File: src/design/bdc_pkg.sv
`default_nettype none
package bdc_pkg;

  localparam int DEFAULT_INPUT_WIDTH = 32;
  localparam int DIGIT_W             = 4;
  localparam int CHAR_W              = 8;

  localparam logic [CHAR_W-1:0]  ASCII_ZERO    = 8'h30;
  localparam logic [CHAR_W-1:0]  TERMINATOR    = 8'h00;
  localparam logic [DIGIT_W-1:0] DABBLE_LIMIT  = 4'd5;
  localparam logic [DIGIT_W-1:0] DABBLE_ADJUST = 4'd3;

  // Decimal digits needed for a w-bit unsigned number: floor(w * log10(2)) + 1.
  function automatic int num_digits(input int w);
    return (w * 30103) / 100000 + 1;
  endfunction

  // Per-cycle command to every digit cell.
  typedef struct packed {
    logic clear;
    logic dabble;
    logic move;
  } cell_ctrl_t;

endpackage
`default_nettype wire

File: src/design/bdc_cell.sv
`default_nettype none
module bdc_cell import bdc_pkg::*; (
  input  wire logic               clk,
  input  wire cell_ctrl_t         ctrl,
  input  wire logic               bit_in,
  input  wire logic [DIGIT_W-1:0] digit_in,
  output logic                    carry_out,
  output logic [DIGIT_W-1:0]      digit
);

  logic [DIGIT_W-1:0] adj;

  // Add three before the shift so the doubled digit wraps into the next decade.
  assign adj       = (digit >= DABBLE_LIMIT) ? digit + DABBLE_ADJUST : digit;
  assign carry_out = adj[DIGIT_W-1];

  always_ff @(posedge clk) begin
    if (ctrl.clear) begin
      digit <= '0;
    end else if (ctrl.dabble) begin
      digit <= {adj[DIGIT_W-2:0], bit_in};
    end else if (ctrl.move) begin
      digit <= digit_in;
    end
  end

endmodule
`default_nettype wire

File: config.mk
export PLATFORM = sky130hd
export DESIGN_NAME = bdc_cell
export DESIGN_NICKNAME = d
export VERILOG_FILES = /design/src/design/bdc_pkg.sv /design/src/design/bdc_cell.sv
export SDC_FILE = /design/constraint.sdc
export NUM_CORES = 1
export LEC_CHECK = 0
export BUFFER_PORTS_ARGS = -buffer_cell sky130_fd_sc_hd__buf_2
export CAP_MARGIN = 10
export CORE_AREA = 5 5 42 44
export CTS_BUF_LIST = sky130_fd_sc_hd__clkbuf_4
export DETAILED_ROUTE_END_ITERATION = 8
export DIE_AREA = 0 0 47 49
export HOLD_SLACK_MARGIN = 0.1
export PLACE_DENSITY = 0.53
export SKIP_CTS_REPAIR_TIMING = 1
export SLEW_MARGIN = 20
export SYNTH_ARGS = -nofsm -noshare
export SYNTH_HDL_FRONTEND = slang
export SYNTH_SLANG_ARGS = --single-unit
File: constraint.sdc
create_clock -name clk -period 1.9 [get_ports clk]
set_input_delay 0.38 -clock clk [delete_from_list [all_inputs] [get_ports clk]]
set_output_delay 0.38 -clock clk [all_outputs]
set_load 0.01 [all_outputs]
**Yosys cells after proc, flatten, opt, wreduce, memory -nomap -nowiden**

Cells that the tools add are included.
Widths: inputs -> output; s select.

- Add/sub/neg operators: 1
- Multiply operators: 0
- Divide/modulo/power cells: 0
- Order comparisons: 1
- Equality and inequality tests: 0
- Shifts and indexed selects: 0
- Muxes and demuxes: 3
- Bitwise operators: 0
- Reduce and logical (&&, ||, !) cells: 1

Operator list:

| operator | number |
|---|---|
| $mux 4 | 3 |
| $add 4x2->4 const B | 1 |
| $ge 4x3->1 const B | 1 |
| $reduce_bool 2->1 | 1 |

- Register bits after elaboration: 4
- Latch bits: 0
- Bits in writable memories: 0
- ROM bits: 0
- Output and inout bits: 5
- Logic and storage cells: 7
- Memories kept: 0

**Depth between registers and ports, before layout**

Gate-level depths: netlist (run 1).

- Word-level depth: 3
- Depth in mapped cells: 6
- Mapped depth without buffers: 6

**Worst setup path before layout (run 1)**

No wires, ideal clock.

- Path type: reg2out
- From: register digit[0]
- To: output carry_out
- Arrival time: 1.301 ns
- Setup slack: 0.219 ns
- Cell stages (with the launch flop): 6
- Path buffers: 0
- Cell sequence: dfxtp_1 > inv_1 > ha_1 > nand2b_1 > or2b_1 > o21ai_0

- Cells in the longest elaborated chain, start to end: 2

Ends and longest elaborated chain:

| element | line | text |
|---|---|---|
| start: declaration | bdc_cell.sv:8 | `output logic [DIGIT_W-1:0] digit` |
| start signal: assignment | bdc_cell.sv:21 | `digit <= {adj[DIGIT_W-2:0], bit_in};` |
| start signal: assignment | bdc_cell.sv:23 | `digit <= digit_in;` |
| $add 4x2->4 / $ge 4x3->1 (equally long branches) | bdc_cell.sv:14 | `assign adj = (digit >= DABBLE_LIMIT) ? digit + DABBLE_ADJUST : digit;` |
| $mux 4 * | bdc_cell.sv:14 |  |
| end: declaration | bdc_cell.sv:7 | `output logic carry_out,` |

Every way passes the cells marked *; elsewhere a longest branch is shown, timed or not.

**Worst setup path in the final report (run 1)**

Ends and elaborated chain as after synthesis.

==> qor.yml, run 1 <==
run_status:
  status: "complete, no violations"
synthesis:
  synth_fp_nets: 46
  synth_warnings: 0
  synth_top_family_by_area: "compound AO/OA/AOI/OAI gates"
  synth.largest_area_cell: "dfxtp_1"
  synth.distinct_cells: 19
  synthFlopType: "dfxtp_1"
  synthAdderAreaFrac: 0.08929
  syn_area_per_cell_sq_um: 8.008
  synth.area.mux_share: 0.07143
  ys_async_sr_fraction: 0
  synth_edf_count: 0
  ys_ff_latch: 4
  seq_area_frac_synth: 0.2857
  synth_area_sq_um: 280.3
  synthCells: 35
  synth.area.top_cells: "dfxtp_1 29%, ha_1 8.9%, mux2i_1 7.1%"
  yosys-top-cells-count: "4 x dfxtp_1, 4 x nand2_1, 4 x nor2_1, 3 x a21oi_1, 3 x o21ai_0"
  yosys.area_share.simple: 0.2500
  synth_compound_area_frac: 0.2500
  synthXorXnorAreaFrac: 0
  synth_top_cell_area_share: 0.2857
pwr:
  p_int_w: 0.0001969
  power_density_nw_per_um2: 689.1
  p_sw_w: 0.00007557
  p_clk_frac: 0.376
  sequentialPowerShare: 0.370
  pwr-share-comb: 0.254
  swShare: 0.2774
  ir_worst_vdd_mv: 0.4001
  leakagePower_nw: 0.1789
route:
  wl_per_cell_um: 10.25
  drt_wl_total_um: 687
  ant_nets: 0
  vias: 309
  vias_per_cell: 4.612
  dr.pass1.iters: 3
  drcViolationCount: 0
  drtIter0Drc: 4
global_route:
  globalRouteOverflowTotal: 0
  antenna_found_initial: 0
  first_global_vias: 274
  track_usage: 0.06695
  grt_pass1_wl_um: 1055
  grt_max_degree: 12
setup_path:
  path_class: "reg2out"
  r2r_start: "digit[0]"
  rr_worst_depth: 7
  r2r_slack_ns: 0.35
  cp.arrival_ns: 1.39
  crit_required_ns: 1.52
  worst_path_largest_cell_delay_ns: 0.37
  path_max_fanout: 7
  worstSetupStartpointType: "register"
  end_kind: "output port"
  slowest_stage: "dfxtp_4"
  r2r_end: "digit[1]"
  worstPathCellList: "inv_1 > ha_2 > nand2b_1 > or2b_1 > o21ai_1 > buf_2"
min_path:
  hold_end: "digit[3]"
  hold_path.class: "in2reg"
  hold_path_depth: 2
  hp-start: "ctrl[2]"
die:
  initial_core_util: 0.2000
  io_pins: 14
  die_w_um: 47
  die_h_um: 49
  core_area_sq_um: 1401
  die-area_sq_um: 2303
  rows: 14
sta:
  min_period_over_period: 0.9319
  hold_viol: 0
  finalSetupViolations: 0
  worstMarginPinSlew_ns: 0.2227
  layout_min_cycle_time_ns: 1.771
  fmax_ghz: 0.5648
  hold_ws_ns: 0.3802
  rsz0062_at_grt: "false"
  finalSetupTns_ns: 0
  timing.slew.headroom: 0.8492
  slew_violations: 0
  fin_worst_skew_ns: 0.0008113
final_layout:
  syn2layout_area_growth_pct: 41.07
  top_regs: "digit x4"
  nNetsFinal: 64
  num_antenna_cells: 0
  drive_gt1_frac: 0.4118
  largest_reg_flops: 4
  top_register: "digit"
run:
  drv_cap: 0
place:
  dp_hpwl_um: 540.9
  gp_congestion: 0.7295
  io_buffers: 13
cts:
  cts-root-buf: "clkbuf_4"
  ctsLongestPathBuffers: 2
  path_clk_slew_ns: 0.04
  tritoncts: "done"
  cts.htree.levels: 1
  clkLatencyLatePin_ns: 0.23
  numCtsBuffers: 3
  clock_sinks: 4
## worst max-delay path by stage
stage,start,endpoint,slack [ns],cells after the start
floorplan,digit[0],carry_out,0.22,5
global placement,digit[0],carry_out,0.19,6
global route,digit[1],carry_out,0.02,6
detailed placement,digit[0],carry_out,0.18,6
CTS,digit[0],carry_out,-0.08,6
finish,digit[0],carry_out,0.13,6
## layout by cell type, fill, tap and decap left out, types with 2 or more instances in the layout
| cell | n |
|---|---|
| nand2_1 | 4 |
| clkbuf_4 | 3 |
| inv_1 | 2 |
| dfxtp_1 | 2 |
| o21ai_0 | 2 |
| buf_2 | 13 |
| a21oi_1 | 3 |
| nor2_1 | 4 |
| mux2i_1 | 2 |
## worst max-delay path: cells and delay by family, from the launching register on
family,cells,cell delay (ns)
AOI/OAI and AO/OA,1,0.10
adders and majority gates,1,0.19
buffers and inverters,2,0.18
DFF,1,0.37
and+or+nand+nor,2,0.31
## cell families after synthesis
kind of cell | Yosys count
AND/OR/NAND/NOR | 13
AO/OA/AOI/OAI | 11
flip-flops | 4
buffers and inverters | 3
multiplexers | 2
adder cells (fa/ha/maj) | 2
## per-stage QoR
| step | worst slack, ns | utilization | cell area (sq um) | instances | total power (W) |
|---|---|---|---|---|---|
| floorplan | 0.2187 | - | 280.3 | 35 | 0.0001399 |
| global placement | 0.1860 | 0.2554 | 357.8 | 63 | 0.0001646 |
| detailed placement | 0.1775 | 0.2554 | 357.8 | 63 | 0.0001653 |
| CTS | -0.08076 | 0.2714 | 380.4 | 66 | 0.0002759 |
| global route | 0.02149 | 0.2821 | 395.4 | 67 | 0.0003011 |
| finish | 0.1294 | 0.2821 | 395.4 | 67 | 0.0002724 |
## power by group through the flow
stage / sequential [W] / clock (W) / combinational [W]
after CTS: 0.000101 / 0.000112 / 0.0000636
final: 0.000101 / 0.000103 / 0.0000691
after detailed placement: 0.000102 / 0 / 0.0000633
after global routing: 0.000102 / 0.000122 / 0.0000771
after global placement: 0.000102 / 0 / 0.0000624
after floorplan: 0.000103 / 0 / 0.0000367
## routing by layer
metal / share of wire / vias up / global-route usage / wire, um
li1: - / 159 / - / -
met1: 0.46 / 139 / 0.07709 / 313
met2: 0.46 / 11 / 0.08824 / 314
met3: 0.087 / 0 / 0.05535 / 60
met4: 0 / 0 / 0.02765 / 0
met5: 0 / - / 0 / 0
## final cells by class
type	count	area, sq um
repair buffers	14	72.57
fillers	167	1006
multi-input cells	28	187.7
inverters	2	7.507
well taps	16	20.02
clock buffers	3	22.52
flip-flops and latches	4	85.08
Power figures use the tool's default switching activity.
==> run 2, diff against run 1 <==
ABC_AREA = 1   (was not set)
PLACE_DENSITY = 0.54   (was 0.53)
RECOVER_POWER = 25   (was not set)
==> qor.yml, run 2 <==
synthesis:
  ys_async_sr_fraction: 0  # unchanged
  syn_area_per_cell_sq_um: 6.683  # was 8.008 sq um
  synthAdderAreaFrac: 0.08511  # was 0.08929
  yosys.area_share.simple: 0.2894  # was 0.2500
  synthXorXnorAreaFrac: 0  # unchanged
  seq_area_frac_synth: 0.2723  # was 0.2857
  synthCells: 44  # was 35
  synth.largest_area_cell: "dfxtp_1"  # unchanged
  synth.area.mux_share: 0  # was 0.07143
  synth_warnings: 0  # unchanged
  yosys-top-cells-count: "10 x nand2_1, 8 x inv_1, 5 x o21ai_0, 4 x dfxtp_1"  # was 4 x dfxtp_1, 4 x nand2_1, 4 x nor2_1, 3 x a21oi_1, 3 x o21ai_0
  synth_edf_count: 0  # unchanged
  ys_ff_latch: 4  # unchanged
  synth_compound_area_frac: 0.2511  # was 0.2500
  synth_most_common_cell: "nand2_1"
  synth_top_cell_area_share: 0.2723  # was 0.2857
  synth_top_family_by_area: "simple AND/OR/NAND/NOR gates"  # was compound AO/OA/AOI/OAI gates
  synth.distinct_cells: 14  # was 19
  synth_fp_nets: 55  # was 46
  synthFlopType: "dfxtp_1"  # unchanged
  synth_area_sq_um: 294.0  # was 280.3 sq um
  synth.area.top_cells: "dfxtp_1 27%, nand2_1 13%, inv_1 10%"  # was dfxtp_1 29%, ha_1 8.9%, mux2i_1 7.1%
die:
  io_pins: 14  # unchanged
  rows: 14  # unchanged
  die-area_sq_um: 2303  # unchanged
  die_h_um: 49  # unchanged
  core_area_sq_um: 1401  # unchanged
  die_w_um: 47  # unchanged
  initial_core_util: 0.2098  # was 0.2000
global_route:
  antenna_found_initial: 0  # unchanged
  grt_max_degree: 8  # was 12
  first_global_vias: 314  # was 274
  grt_pass1_wl_um: 1386  # was 1055 um
  globalRouteOverflowTotal: 0  # unchanged
  track_usage: 0.08515  # was 0.06695
setup_path:
  rr_worst_depth: 9  # was 7
  crit_required_ns: 1.52  # about the same
  path_max_fanout: 4  # was 7
  path_class: "reg2out"  # unchanged
  end_kind: "output port"  # unchanged
  cp.arrival_ns: 1.39  # about the same
  slowest_stage: "dfxtp_1"  # was dfxtp_4
  worst_path_largest_cell_delay_ns: 0.31  # was 0.37 ns
  cp.depth: 7  # was 6
  worstPathCellList: "inv_1 > ha_1 > inv_1 > nand2_1 > nand3_2 > a21boi_1 > buf_2"  # was inv_1 > ha_2 > nand2b_1 > or2b_1 > o21ai_1 > buf_2
  path_buf_inv: 3  # was 2
  worstSetupStartpointType: "register"  # unchanged
  crit_path_frequent_cell: "inv_1"
  critPathTopFamily: "flip-flops"  # unchanged
final_layout:
  top_regs: "digit x4"  # unchanged
  drive_gt1_frac: 0.2951  # was 0.4118
  largest_reg_flops: 4  # unchanged
  num_antenna_cells: 0  # unchanged
  top_register: "digit"  # unchanged
  nFillCells: 166  # was 167
  final_common_cell: "buf_2"  # unchanged
  final_cell_mix: "11 x buf_2, 10 x nand2_1, 8 x inv_1"  # was 13 x buf_2, 4 x nand2_1, 4 x nor2_1
  nNetsFinal: 74  # was 64
  syn2layout_area_growth_pct: 38.72  # was 41.07%
  fin_area_sq_um: 407.9  # was 395.4 sq um
  utilization: 0.2911  # was 0.2821
sta:
  timing.slew.headroom: 0.8364  # was 0.8492
  fmax_ghz: 0.5658  # was 0.5648 GHz
  fin_worst_skew_ns: 0.002392  # was 0.0008113 ns
  hold_viol: 0  # unchanged
  rsz0062_at_grt: "false"  # unchanged
  setup_ws_ns: 0.1325  # was 0.1294 ns
  worstMarginPinSlew_ns: 0.2428  # was 0.2227 ns
  min_period_over_period: 0.9303  # was 0.9319
  slew_violations: 0  # unchanged
  finalSetupTns_ns: 0  # unchanged
  finalSetupViolations: 0  # unchanged
  layout_min_cycle_time_ns: 1.768  # was 1.771 ns
cts:
  cts.htree.levels: 1  # unchanged
  ctsLongestPathBuffers: 2  # unchanged
  numCtsBuffers: 3  # unchanged
  cts-root-buf: "clkbuf_4"  # unchanged
  clkLatencyLatePin_ns: 0.24  # was 0.23 ns
  path_clk_slew_ns: 0.04  # about the same
  clock_sinks: 4  # unchanged
  tritoncts: "done"  # unchanged
pwr:
  leakagePower_nw: 0.2102  # was 0.1789 nW
  pwr-share-comb: 0.263  # was 0.254
  p_clk_frac: 0.386  # was 0.376
  p_int_w: 0.0001945  # was 0.0001969 W
  ir_worst_vdd_mv: 0.3227  # was 0.4001 mV
  finalPower_w: 0.0002807  # was 0.0002724 W
  p_sw_w: 0.00008619  # was 0.00007557 W
  sequentialPowerShare: 0.351  # was 0.370
  swShare: 0.3071  # was 0.2774
  power_density_nw_per_um2: 688.1  # was 689.1 nW/um^2
place:
  dpl_cell_area_sq_um: 386.6  # was 357.8 sq um
  dp_hpwl_um: 645.2  # was 540.9 um
  gp_congestion: 0.7170  # was 0.7295
  io_buffers: 13  # unchanged
  post-place-ws_ns: 0.3508  # was 0.1775 ns
route:
  wl_per_cell_um: 10.18  # was 10.25 um
  drcViolationCount: 0  # unchanged
  ant_nets: 0  # unchanged
  drt_wl_total_um: 784  # was 687 um
  vias_per_cell: 4.545  # was 4.612
  vias: 350  # was 309
  drtIter0Drc: 11  # was 4
  dr.pass1.iters: 4  # was 3
min_path:
  hold_path_depth: 2  # unchanged
  hold_path.class: "in2reg"  # unchanged
run_status:
  status: "complete, no violations"  # unchanged
run:
  drv_cap: 0  # unchanged
## run 2: cell count changes after synthesis, moves of 2 or more
cell | before | now
inv_1 | 2 | 8
nand2_1 | 4 | 10
nand3_1 | 0 | 3
nor2_1 | 4 | 1
o211ai_1 | 0 | 3
mux2i_1 | 2 | 0
nand4_1 | 0 | 2
o21ai_0 | 3 | 5
## run 2: worst paths after layout
kind              startpoint         to  slack, ns
setup / recovery    digit[0]  carry_out       0.13
hold / removal       ctrl[2]   digit[1]       0.31
setup reg to reg    digit[0]   digit[1]       0.68
hold reg to reg     digit[1]   digit[1]       0.51
## run 2: metal layers
metal,wire length (um),vias up,global-route usage
met4,0,0,0.02765
met5,0,-,0
met1,369,153,0.1162
met2,331,14,0.09729
met3,83,0,0.07011
li1,-,183,-
## run 2: cell families after synthesis
| group | after synthesis |
|---|---|
| adder cells (fa/ha/maj) | 2 |
| AND/OR/NAND/NOR | 18 |
| AO/OA/AOI/OAI | 12 |
| buffers and inverters | 8 |
| flip-flops | 4 |
## run 2: power by group through the flow
stage / logic [W] / registers [W] / clock network (W)
detailed placement: 0.0000744 / 0.0000995 / 0
finish: 0.0000738 / 0.0000984 / 0.000108
global placement: 0.0000737 / 0.0000994 / 0
global route: 0.0000842 / 0.0000999 / 0.000121
CTS: 0.0000750 / 0.0000982 / 0.000112
floorplan: 0.0000407 / 0.000103 / 0
## run 2: area by class of cell
type                    instances  area, sq um  share of cell area
clock buffers                   3        22.52             0.05521
flip-flops and latches          4        81.33              0.1994
well taps                      16        20.02             0.04908
multi-input cells              32        183.9              0.4509
inverters                       8        30.03             0.07362
repair buffers                 14        70.07              0.1718
## run 2: worst register-to-register path: stages (launching register included)
cell and delay, ns:
dfxtp_1 0.30, inv_1 0.11, ha_1 0.18, inv_1 0.04
nand2_1 0.11, nand3_2 0.10, nand2_1 0.07, nand3_1 0.07
nand2_1 0.08, a21oi_2 0.04
## run 2: stage by stage
stage,hold slack (ns),instances
after floorplan,0.4424,44
after detailed placement,0.5122,74
after global routing,0.3020,77
after CTS,0.3092,77
after global placement,0.5084,74
final,0.3068,77
==> run 3, diff against run 2 <==
BUFFER_PORTS_ARGS = -buffer_cell sky130_fd_sc_hd__buf_4   (was -buffer_cell sky130_fd_sc_hd__buf_2)
PLACE_DENSITY = 0.56   (was 0.54)
clock period = 1.45 ns   (was 1.9 ns; I/O delays follow)
==> qor.yml, run 3 (synthesis results as in run 2) <==
run_status:
  status: "complete, but fails checks"  # was complete, no violations
  violations: "negative setup slack"
sta:
  hold_viol: 0  # unchanged
  rsz0062_at_grt: "true"  # was false
  layout_min_cycle_time_ns: 1.534
  finalSetupViolations: 1  # was 0
  min_period_over_period: 1.058
  worstMarginPinSlew_ns: 0.2126  # was 0.2428 ns
  fin_worst_skew_ns: 0.007702  # was 0.002392 ns
  fmax_ghz: 0.6520
  hold_ws_ns: 0.2031  # was 0.3068 ns
  slew_violations: 0  # unchanged
  timing.slew.headroom: 0.8581  # was 0.8364
  setup_ws_ns: -0.08373  # was 0.1325 ns
cts:
  cts-root-buf: "clkbuf_4"  # unchanged
  path_clk_slew_ns: 0.04  # about the same
  tritoncts: "done"  # unchanged
  cts.htree.levels: 1  # unchanged
  ctsLongestPathBuffers: 2  # unchanged
  clkLatencyLatePin_ns: 0.24  # about the same
  numCtsBuffers: 3  # unchanged
  clock_sinks: 4  # unchanged
route:
  drtIter0Drc: 4  # was 11
  ant_nets: 0  # unchanged
  vias_per_cell: 4.720  # was 4.545
  drt_wl_total_um: 968  # was 784 um
  vias: 387  # was 350
  drcViolationCount: 0  # unchanged
  wl_per_cell_um: 11.80  # was 10.18 um
  dr.pass1.iters: 4  # unchanged
die:
  core_area_sq_um: 1401  # unchanged
  initial_core_util: 0.2098  # unchanged
  die_w_um: 47  # unchanged
  die_h_um: 49  # unchanged
  rows: 14  # unchanged
  die-area_sq_um: 2303  # unchanged
  io_pins: 14  # unchanged
pwr:
  ir_worst_vdd_mv: 0.4771  # was 0.3227 mV
  leakagePower_nw: 0.2480  # was 0.2102 nW
  power_density_nw_per_um2: 820.2  # was 688.1 nW/um^2
  finalPower_w: 0.0004197  # was 0.0002807 W
run:
  drv_cap: 0  # unchanged
final_layout:
  top_regs: "digit x4"  # unchanged
  fin_area_sq_um: 511.7  # was 407.9 sq um
  nNetsFinal: 79  # was 74
  fin_cells: 82  # was 77
  top_register: "digit"  # unchanged
  nFillCells: 156  # was 166
  largest_reg_flops: 4  # unchanged
  drive_gt1_frac: 0.5303  # was 0.2951
  syn2layout_area_growth_pct: 74.04  # was 38.72%
  final_common_cell: "buf_4"  # was buf_2
  num_antenna_cells: 0  # unchanged
  final_cell_mix: "19 x buf_4, 8 x nand2_1, 5 x inv_1"  # was 11 x buf_2, 10 x nand2_1, 8 x inv_1
setup_path:
  end_kind: "output port"  # unchanged
  path_buf_inv: 2  # was 3
  cp.arrival_ns: 1.24  # was 1.39 ns
  cp.depth: 6  # was 7
  worst_path_largest_cell_delay_ns: 0.32  # was 0.31 ns
  slowest_stage: "dfxtp_2"  # was dfxtp_1
  worstPathCellList: "inv_2 > ha_2 > nand2_2 > nand3_2 > a21boi_2 > buf_4"  # was inv_1 > ha_1 > inv_1 > nand2_1 > nand3_2 > a21boi_1 > buf_2
  crit_required_ns: 1.16  # was 1.52 ns
  worstSetupStartpointType: "register"  # unchanged
  rr_worst_depth: 8  # was 9
  path_max_fanout: 3  # was 4
  path_class: "reg2out"  # unchanged
  critPathTopFamily: "flip-flops"  # unchanged
place:
  dp_hpwl_um: 659.4  # was 645.2 um
  post-place-ws_ns: 0.04432  # was 0.3508 ns
  gp_congestion: 0.7217  # was 0.7170
  dpl_cell_area_sq_um: 445.4  # was 386.6 sq um
  io_buffers: 13  # unchanged
  placed_cells: 77  # was 74
global_route:
  antenna_found_initial: 0  # unchanged
  grt_pass1_wl_um: 1428  # was 1386 um
  track_usage: 0.08726  # was 0.08515
  globalRouteOverflowTotal: 0  # unchanged
  grt_max_degree: 8  # unchanged
  first_global_vias: 368  # was 314
min_path:
  hold_path_depth: 2  # unchanged
  hold_path.class: "in2reg"  # unchanged
[run 3: changes by cell type in the layout (fill, tap and decap cells not counted), sizes merged]
cell	before	now
buf	12	19
clkbuf	5	3
[run 3: per-layer routing]
| layer | global-route usage | routed length, um |
|---|---|---|
| met1 | 0.1118 | 399 |
| met2 | 0.1244 | 476 |
| met3 | 0.05535 | 80 |
| met4 | 0.01382 | 11 |
| met5 | 0 | 0 |
[run 3: where the power goes]
group	total [W]	switching (W)	internal [W]
clock network	0.000147	0.0000534	0.0000931
logic	0.000140	0.0000648	0.0000754
registers	0.000133	0.0000123	0.000121
total	0.000420	0.000131	0.000289
[run 3: final cells by class]
class                           count  area, sq um  share of cell area
Timing Repair Buffer               19        142.6              0.2787
Sequential cell                     4        86.33              0.1687
Inverter                            8        32.53             0.06357
Clock buffer                        3        22.52             0.04401
Multi-Input combinational cell     32        207.7              0.4059
Tap cell                           16        20.02             0.03912
[run 3: worst register-to-register path, delay by kind of cell (launching register included)]
| family | cells | cell delay [ns] |
|---|---|---|
| flops | 1 | 0.31 |
| simple gates | 4 | 0.31 |
| buf+inv | 2 | 0.23 |
| fa+ha+maj | 1 | 0.18 |
| compound gates | 1 | 0.05 |
[run 3: through the flow]
step	utilization	TNS [ns]
floorplan	-	0
CTS	0.3339	-0.2160
global placement	0.3179	0
finish	0.3652	-0.08373
detailed placement	0.3179	0
global route	0.3652	-0.1244
[run 3: path summary, 6_finish.rpt]
path,from,to,slack [ns]
worst max register to register,digit[1],digit[1],0.25
worst min-delay path,ctrl[2],digit[1],0.20
worst min register to register,digit[3],digit[3],0.58
worst max-delay path,digit[1],carry_out,-0.08
